<file path="src/rtl/core/trb_pkg.sv">
// Shared types, operation codes and size constants for the trace ring buffer.
package trb_pkg;

	localparam int TRB_DEPTH = 64;

	localparam int SEV_W = 3;
	localparam int CAT_W = 16;
	localparam int DOM_W = 16;
	localparam int PAY_W = 64;
	localparam int OP_W  = 3;

	localparam logic [OP_W-1:0] OP_PUSH      = 3'd0;
	localparam logic [OP_W-1:0] OP_DUMP_ALL  = 3'd1;
	localparam logic [OP_W-1:0] OP_DUMP_FILT = 3'd2;
	localparam logic [OP_W-1:0] OP_DUMP_DOM  = 3'd3;
	localparam logic [OP_W-1:0] OP_CLEAR     = 3'd4;
	localparam logic [OP_W-1:0] OP_COUNT     = 3'd5;

	typedef struct packed {
		logic [SEV_W-1:0] sev;
		logic [CAT_W-1:0] cat;
		logic [DOM_W-1:0] dom;
		logic [PAY_W-1:0] pay;
	} entry_t;

	// Commands from the controller to the datapath.
	typedef struct packed {
		logic push;
		logic clear;
		logic load;
		logic walk;
		logic emit_final;
	} cmd_t;

	// Status from the datapath to the controller.
	typedef struct packed {
		logic walk_done;
		logic out_free;
	} sts_t;

endpackage

</file>
<file path="src/rtl/core/trb_ctrl.sv">
// Controller state machine: request decode and sequencing of dumps and queries.
module trb_ctrl
	import trb_pkg::*;
(
	input  logic            clk,
	input  logic            arst_n,
	input  logic            req_valid,
	input  logic [OP_W-1:0] req_op,
	output logic            req_ready,
	input  sts_t            sts,
	output cmd_t            cmd
);

	localparam logic [1:0] ST_IDLE  = 2'd0;
	localparam logic [1:0] ST_WALK  = 2'd1;
	localparam logic [1:0] ST_FINAL = 2'd2;

	logic [1:0] state_q;
	logic [1:0] state_d;
	logic       accept;

	assign req_ready = (state_q == ST_IDLE);
	assign accept    = req_valid && req_ready;

	always_comb begin
		state_d = state_q;
		cmd     = '0;
		unique case (state_q)
			ST_IDLE: begin
				if (accept) begin
					unique case (req_op)
						OP_PUSH:  cmd.push = 1'b1;
						OP_CLEAR: cmd.clear = 1'b1;
						OP_DUMP_ALL, OP_DUMP_FILT, OP_DUMP_DOM: begin
							cmd.load = 1'b1;
							state_d  = ST_WALK;
						end
						// A count query is a dump that finds nothing to walk.
						OP_COUNT: begin
							cmd.load = 1'b1;
							state_d  = ST_FINAL;
						end
						default: ;
					endcase
				end
			end
			ST_WALK: begin
				cmd.walk = 1'b1;
				if (sts.walk_done) begin
					state_d = ST_FINAL;
				end
			end
			ST_FINAL: begin
				if (sts.out_free) begin
					cmd.emit_final = 1'b1;
					state_d        = ST_IDLE;
				end
			end
			default: state_d = ST_IDLE;
		endcase
	end

	always_ff @(posedge clk or negedge arst_n) begin
		if (!arst_n) begin
			state_q <= ST_IDLE;
		end else begin
			state_q <= state_d;
		end
	end

endmodule

</file>
<file path="config.mk">
export PLATFORM = sky130hd
export DESIGN_NAME = trb_ctrl
export DESIGN_NICKNAME = d
export VERILOG_FILES = /design/src/rtl/core/trb_pkg.sv /design/src/rtl/core/trb_ctrl.sv
export SDC_FILE = /design/constraint.sdc
export NUM_CORES = 1
export LEC_CHECK = 0
export BUFFER_PORTS_ARGS = -buffer_cell sky130_fd_sc_hd__buf_4
export CAP_MARGIN = 25
export CELL_PAD_IN_SITES_DETAIL_PLACEMENT = 0
export CELL_PAD_IN_SITES_GLOBAL_PLACEMENT = 1
export CORE_AREA = 2 2 39 41
export DETAILED_ROUTE_END_ITERATION = 6
export DIE_AREA = 0 0 41 43
export PLACE_DENSITY_LB_ADDON = 0.08
export SYNTH_ARGS = -nofsm -noshare
export SYNTH_HDL_FRONTEND = slang
export SYNTH_SLANG_ARGS = --single-unit
export TNS_END_PERCENT = 30
</file>
<file path="constraint.sdc">
create_clock -name clk -period 1.2 [get_ports clk]
set_clock_uncertainty 0.1 [all_clocks]
set_input_delay 0.12 -clock clk [delete_from_list [all_inputs] [get_ports clk]]
set_output_delay 0.12 -clock clk [all_outputs]
set_load 0.02 [all_outputs]
</file>
==> impl_results.md, run 1 <==
* Run status: finished, violations left
* Failing checks: negative setup slack
* Clock sink total at 2
* R2R Setup Slk at around 0.09 ns
* Worst-case clock buffer depth at 2
* Area contributors post-synth: dfrtp_1 26%, nand3b_1 7.8%, o2bb2ai_2 7.8%
* Starting DRT DRC Count at 4
* Met2 Use GR at around 11%
* Buffers on Ports at 13
* CTS root buf: clkbuf_4
* RePlAce Congestion at between 0.6 and 0.7
* Fmax achieved at 718 MHz
* Post-synth EDFFs at 0
* Avg Vias per Cell at approximately 4
* CP top delay family: flip-flops
* Area leader, netlist: dfrtp_1
* Max transition margin at a little over four fifths
* Syn nets at 26
* Initial antenna violation count at 0
* First-pass GRT wire length at roughly 850 um
* R2R Path Start: state_q[1]
* Final worst slack at -0.193 ns
* Worst R2R End: state_q[1]
* Top FF cell, synth: dfrtp_1
* Pin count of the biggest net entering global routing at 6
* Global route hottest layer: met2
* IO Pins at 14
* Post-DP HPWL at 466 um
* Synth Cell Area at 193 um2
* Max IR drop VDD at between 0.0003 and 0.0004 V
* Crit path max fanout at 3
* Slew @ Worst Pin at 0.238 ns
* Final setup fails at 6
* CP startpoint kind: flip-flop
* Setup TNS at -0.634 ns
* Crit Path Class: reg -> out
* Core ar. at between 0.001 and 0.0015 mm2
* Unique masters post-synth at 16
* Gate count of the mapped netlist at 18
* Clk_lat worst skew at around 0.22 ns
* Hold EP: state_q[1]
* Crit path DAT at 1.17 ns
* Yosys Warn Count at 0
* Critical-path top delay cell: dfrtp_1
* Synth top cells by count: 2 x dfrtp_1, 2 x nand3b_1
* Top reg by flops: state_q
* Register Area at between 50 and 60 um2
* Die Wd at around 40 um
* Fraction of the yosys area taken by sequential cells at 26.0%
* Worst Setup End Kind: primary output
* Number of H-tree levels at 1
* GRT met1 Usage at under 10%
* Multi-input logic area at roughly 160 um2
* CTS Buf Count at 3
* Drt drc at 0
* First-pass iteration count of the detailed router at 2
* WL final at approximately 560 um
* Clock-pin slew on the worst setup and hold paths at about 0.030 ns
* Tot GR Track Use at around 8.0%
* Worst Path Buf+Inv at 1
* Hold_sp: sts[1]
* Final hold slack at 0.0151 ns
* Nets at between 40 and 50
* GR Layer Usage met3 at between 1.5 and 2%
* Starting density of the core at roughly 14%
* CTS tree: yes
* Tcrit/Tclk final at 116%
* DR WL/cell at 10.1 um
* CP Cell Sequence: nor2_4 > nand2_4 > a211oi_4 > buf_6
* Hold crit path type: in -> reg
* Grt ovf at 0
* Vias in the first global route at approximately 200
* Worst Hold Depth at 3
* LEAKAGE at 0.000181 uW
* Fraction of layout cells with a size suffix above 1 at between 70% and 80%
* Post-synth ARST share at 100%
* FP Rows at 14
* Avg Cell Area, Syn at between 10 and 15 um2
* Hold Vio Cnt, Final at 0
* Largest regs: state_q (2)
* Max-Cap Viols at 0
* Synth top area share at about a quarter
* Routed via count at between 200 and 250
* WP data required at a little under 1 ns
* Routed Antenna Nets at 0
* Max reg flops at 2
* RSZ-0062 raised after global routing: yes
* # diodes at 0
* Die Y-Extent at 43 um
* Largest stage delay, worst path at between 0.3 and 0.4 ns
* # fillers at 154
* Final worst path period need at about 1.4 ns
* Pwr Density at about 1300 mW/mm2
* FF+latch count, synth at 2
* Layout area overhead at 110%
* Die area at between 0.0015 and 0.002 mm2
* Pwr Total at ~510 uW
* Max-slew violation count at 0
* Worst Reg-to-Reg Cells at 4
==> how the worst max path moves through the flow <==
stage / start / end / slack, ns / depth (start not counted)
after floorplan: state_q[0] / cmd[4] / -0.06 / 3
after global placement: state_q[0] / cmd[2] / 0.02 / 4
after detailed placement: state_q[0] / cmd[2] / 0.02 / 4
after CTS: state_q[0] / cmd[2] / -0.20 / 4
after global routing: state_q[0] / cmd[2] / -0.28 / 4
final: state_q[0] / cmd[2] / -0.19 / 4
==> final cells by class <==
type / instances / area share (%)
inverter: 1 / 0.926
multi-input combinational: 15 / 39.5
timing repair buffer: 18 / 36.7
tap: 16 / 4.94
sequential: 2 / 12.3
clock buffer: 3 / 5.56
==> power by group <==
group	leakage, uW	total [uW]	switching, uW	internal (uW)
clock network	0.0000138	146	35.9	110
logic	0.000141	272	132	140
registers	0.0000263	93.5	12.8	80.7
total	0.000181	512	181	331
==> cell usage in the layout, fill, tap and decap left out <==
master	n
dfrtp_1	2
a21oi_2	1
o21ai_2	1
nand2_4	1
buf_6	3
nand2_1	1
nor2_1	1
o2bb2ai_2	1
nor2_4	1
inv_1	1
buf_4	14
and4_1	1
nand3b_1	2
nor2b_4	1
clkbuf_4	3
nor2_2	1
nor4_4	1
nor3b_2	1
dlygate4sd3_1	1
a211oi_4	1
==> cell families (layout without fill, tap and decap cells) <==
family / after synthesis / in the layout / synth area share [%]
buffers and inverters: 1 / 22 / 1.95
AOI/OAI and AO/OA: 4 / 4 / 23.4
and+or+nand+nor: 11 / 11 / 48.7
DFF: 2 / 2 / 26.0
==> worst min-delay path: cells and delay by family <==
kind	cells	cell delay (ns)
AOI/OAI and AO/OA	2	0.09
buffers and inverters	1	0.09
==> timing repair <==
action	CTS	global route
pin swaps	1	0
setup endpoints to repair	6	6
buffers inserted	0	0
gates resized for setup	4	0
endpoints found under the hold margin	2	0
hold buffers	1	0
==> per-layer routing <==
layer,wire (um),part of all wire (%)
met3,42,7.6
met5,0,0
met4,7,1.3
met2,294,53
met1,211,38
==> through the flow <==
stage	cells	setup slack, ns	utilization, %	instance area, um2
finish	55	-0.193	29.3	405
global route	55	-0.276	29.3	405
floorplan	18	-0.0630	-	209
CTS	55	-0.203	29.3	405
detailed placement	51	0.0218	25.8	357
global placement	51	0.0220	25.8	357
No activity file was read; power rests on OpenSTA's default activity.
==> run 2: changes to the inputs <==
--- a/config.mk
+++ b/config.mk
@@ -12,7 +12,8 @@
 export CORE_AREA = 2 2 39 41
 export DETAILED_ROUTE_END_ITERATION = 6
 export DIE_AREA = 0 0 41 43
-export PLACE_DENSITY_LB_ADDON = 0.08
+export MAX_ROUTING_LAYER = met4
+export PLACE_DENSITY_LB_ADDON = 0.2
 export SYNTH_ARGS = -nofsm -noshare
 export SYNTH_HDL_FRONTEND = slang
 export SYNTH_SLANG_ARGS = --single-unit
==> impl_results.md, run 2 (synthesized netlist as in run 1, its figures left out) <==
* CTS tree: yes (unchanged)
* Critical-path top delay cell: dfrtp_1 (unchanged)
* Final worst slack at -0.196 ns (was -0.193 ns)
* Slew @ Worst Pin at 0.225 ns (was 0.238 ns)
* Clk network pwr share at 28.4% (was 28.5%)
* Top reg by flops: state_q (unchanged)
* Layout area overhead at 114% (was 110%)
* Number of H-tree levels at 1 (unchanged)
* Crit path DAT at 1.18 ns (was 1.17 ns)
* Avg Vias per Cell at 3.98 (was 3.89)
* Largest stage delay, worst path at 0.39 ns (about the same)
* Sw Share at 34.7% (was 35.3%)
* CP startpoint kind: flip-flop (unchanged)
* Final setup fails at 6 (unchanged)
* Worst Setup End Kind: primary output (unchanged)
* RSZ-0062 raised after global routing: yes (unchanged)
* Routed via count at 223 (was 214)
* Starting DRT DRC Count at 0 (was 4)
* Fraction of layout cells with a size suffix above 1 at 77.5% (was 76.9%)
* Nets at 50 (was 49)
* First-pass GRT wire length at 945 um (was 848 um)
* NetSw at 184 uW (was 181 uW)
* Commonest non-fill, non-tap cell in the layout: buf_4 (unchanged)
* Hold crit path type: in -> reg (unchanged)
* FP Rows at 14 (unchanged)
* Final worst path period need at 1.40 ns (was 1.39 ns)
* Die Wd at 41 um (unchanged)
* # fillers at 164 (was 154)
* Crit Path Class: reg -> out (unchanged)
* Commonest cells after routing, fill and taps aside: 15 x buf_4, 3 x clkbuf_4, 3 x buf_6, 2 x nand3b_1, 2 x dfrtp_1 (was 14 x buf_4, 3 x clkbuf_4, 3 x buf_6, 2 x nand3b_1, 2 x dfrtp_1)
* Hold Vio Cnt, Final at 0 (unchanged)
* Fmax achieved at 716 MHz (was 718 MHz)
* Core ar. at 0.00138 mm2 (unchanged)
* Final hold slack at 0.0171 ns (was 0.0151 ns)
* CP Cell Sequence: nor2_4 > nand2_4 > a211oi_4 > buf_6 (unchanged)
* CTS Buf Count at 3 (unchanged)
* First-pass iteration count of the detailed router at 1 (was 2)
* IO Pins at 14 (unchanged)
* Fraction of power consumed by sequential logic at 17.9% (was 18.3%)
* Vias in the first global route at 250 (was 202)
* LEAKAGE at 0.000186 uW (was 0.000181 uW)
* Placed inst area at 349 um2 (was 357 um2)
* Finished Cell Area at 413 um2 (was 405 um2)
* Failing checks: negative setup slack (unchanged)
* Largest regs: state_q (2) (unchanged)
* WL final at 489 um (was 556 um)
* Setup TNS at -0.752 ns (was -0.634 ns)
* Crit path max fanout at 4 (was 3)
* Pin count of the biggest net entering global routing at 6 (unchanged)
* Pwr Density at 1280 mW/mm2 (was 1260 mW/mm2)
* CTS root buf: clkbuf_4 (unchanged)
* Logic pwr share at 53.7% (was 53.2%)
* Die area at 0.00176 mm2 (unchanged)
* Pwr Total at 529 uW (was 512 uW)
* Drt drc at 0 (unchanged)
* Max reg flops at 2 (unchanged)
* Register Area at 50.0 um2 (unchanged)
* DR WL/cell at 8.73 um (was 10.1 um)
* Clk_lat worst skew at 0.23 ns (was 0.22 ns)
* Internal power at 345 uW (was 331 uW)
* WP data required at 0.98 ns (about the same)
* Worst-case clock buffer depth at 2 (unchanged)
* Multi-input logic area at 160 um2 (unchanged)
* Grt ovf at 0 (unchanged)
* Initial antenna violation count at 0 (unchanged)
* Max transition margin at 85.0% (was 84.1%)
* CP top delay family: flip-flops (unchanged)
* Max IR drop VDD at 0.000421 V (was 0.000309 V)
* Die Y-Extent at 43 um (unchanged)
* Starting density of the core at 13.9% (unchanged)
* Max-slew violation count at 0 (unchanged)
* Buffers on Ports at 13 (unchanged)
* Clock sink total at 2 (unchanged)
* Max-Cap Viols at 0 (unchanged)
* Tcrit/Tclk final at 116% (about the same)
* Run status: finished, violations left (unchanged)
* Clock-pin slew on the worst setup and hold paths at 0.03 ns (about the same)
* Post-DP HPWL at 415 um (was 466 um)
* RePlAce Congestion at 0.662 (was 0.661)
* # diodes at 0 (unchanged)
* Worst Path Buf+Inv at 1 (unchanged)
* Tot GR Track Use at 8.85% (was 8.04%)
* Routed Antenna Nets at 0 (unchanged)
[run 2: cell types whose count changed in the layout (fill, tap and decap cells not counted)]
cell   before  now
buf_4      14   15
[run 2: power by group through the flow]
stage / Combinational (uW) / Sequential (uW) / Clock (uW)
final: 284 / 94.5 / 150
after global routing: 309 / 97.1 / 171
after CTS: 286 / 93.5 / 162
after detailed placement: 246 / 94.2 / 0
after global placement: 246 / 94.5 / 0
after floorplan: 123 / 102 / 0
[run 2: timing repair]
| item | CTS | global route |
|---|---|---|
| gates resized for setup | 3 | 1 |
| hold buffers | 1 | 0 |
| buffers inserted | 2 | 0 |
| endpoints found under the setup margin | 6 | 6 |
| pin swaps | 2 | 1 |
| hold endpoints to repair | 2 | 0 |
[run 2: per-stage QoR]
step                      instances  util (%)  worst slack [ns]
after floorplan                  18         -           -0.0630
after global placement           50      25.2           -0.0153
after CTS                        56      29.6            -0.219
after detailed placement         50      25.2          -0.00988
final                            56      29.8            -0.196
after global routing             56      29.8            -0.280
[run 2: final timing paths]
| kind | startpoint | to | depth (start not counted) | slack, ns |
|---|---|---|---|---|
| min in group asynchronous | arst_n | state_q[0] | 2 | 0.11 |
| worst max-delay path | state_q[1] | cmd[2] | 4 | -0.20 |
| worst min register to register | state_q[1] | state_q[0] | 3 | 0.53 |
| max in group asynchronous | arst_n | state_q[1] | 2 | 0.80 |
| worst max register to register | state_q[1] | state_q[1] | 4 | 0.09 |
| worst min-delay path | sts[1] | state_q[1] | 3 | 0.02 |
[run 2: area by class of cell]
cell class | instances | share of cell area (%)
inverters | 1 | 0.909
well taps | 16 | 4.85
multi-input cells | 15 | 38.8
repair buffers | 19 | 37.9
flip-flops and latches | 2 | 12.1
clock buffers | 3 | 5.45
[run 2: worst register-to-register path: stages, from the launching register on]
cell	delay, ns
dfrtp_1	0.39
buf_4	0.16
nor3b_2	0.15
a21oi_2	0.12
o21ai_2	0.06
[run 2: routing by layer]
layer	part of all wire [%]	global-route usage, %
met2	52	10.0
met4	0	12.0
met1	42	10.6
met5	0	-
met3	5.1	1.57
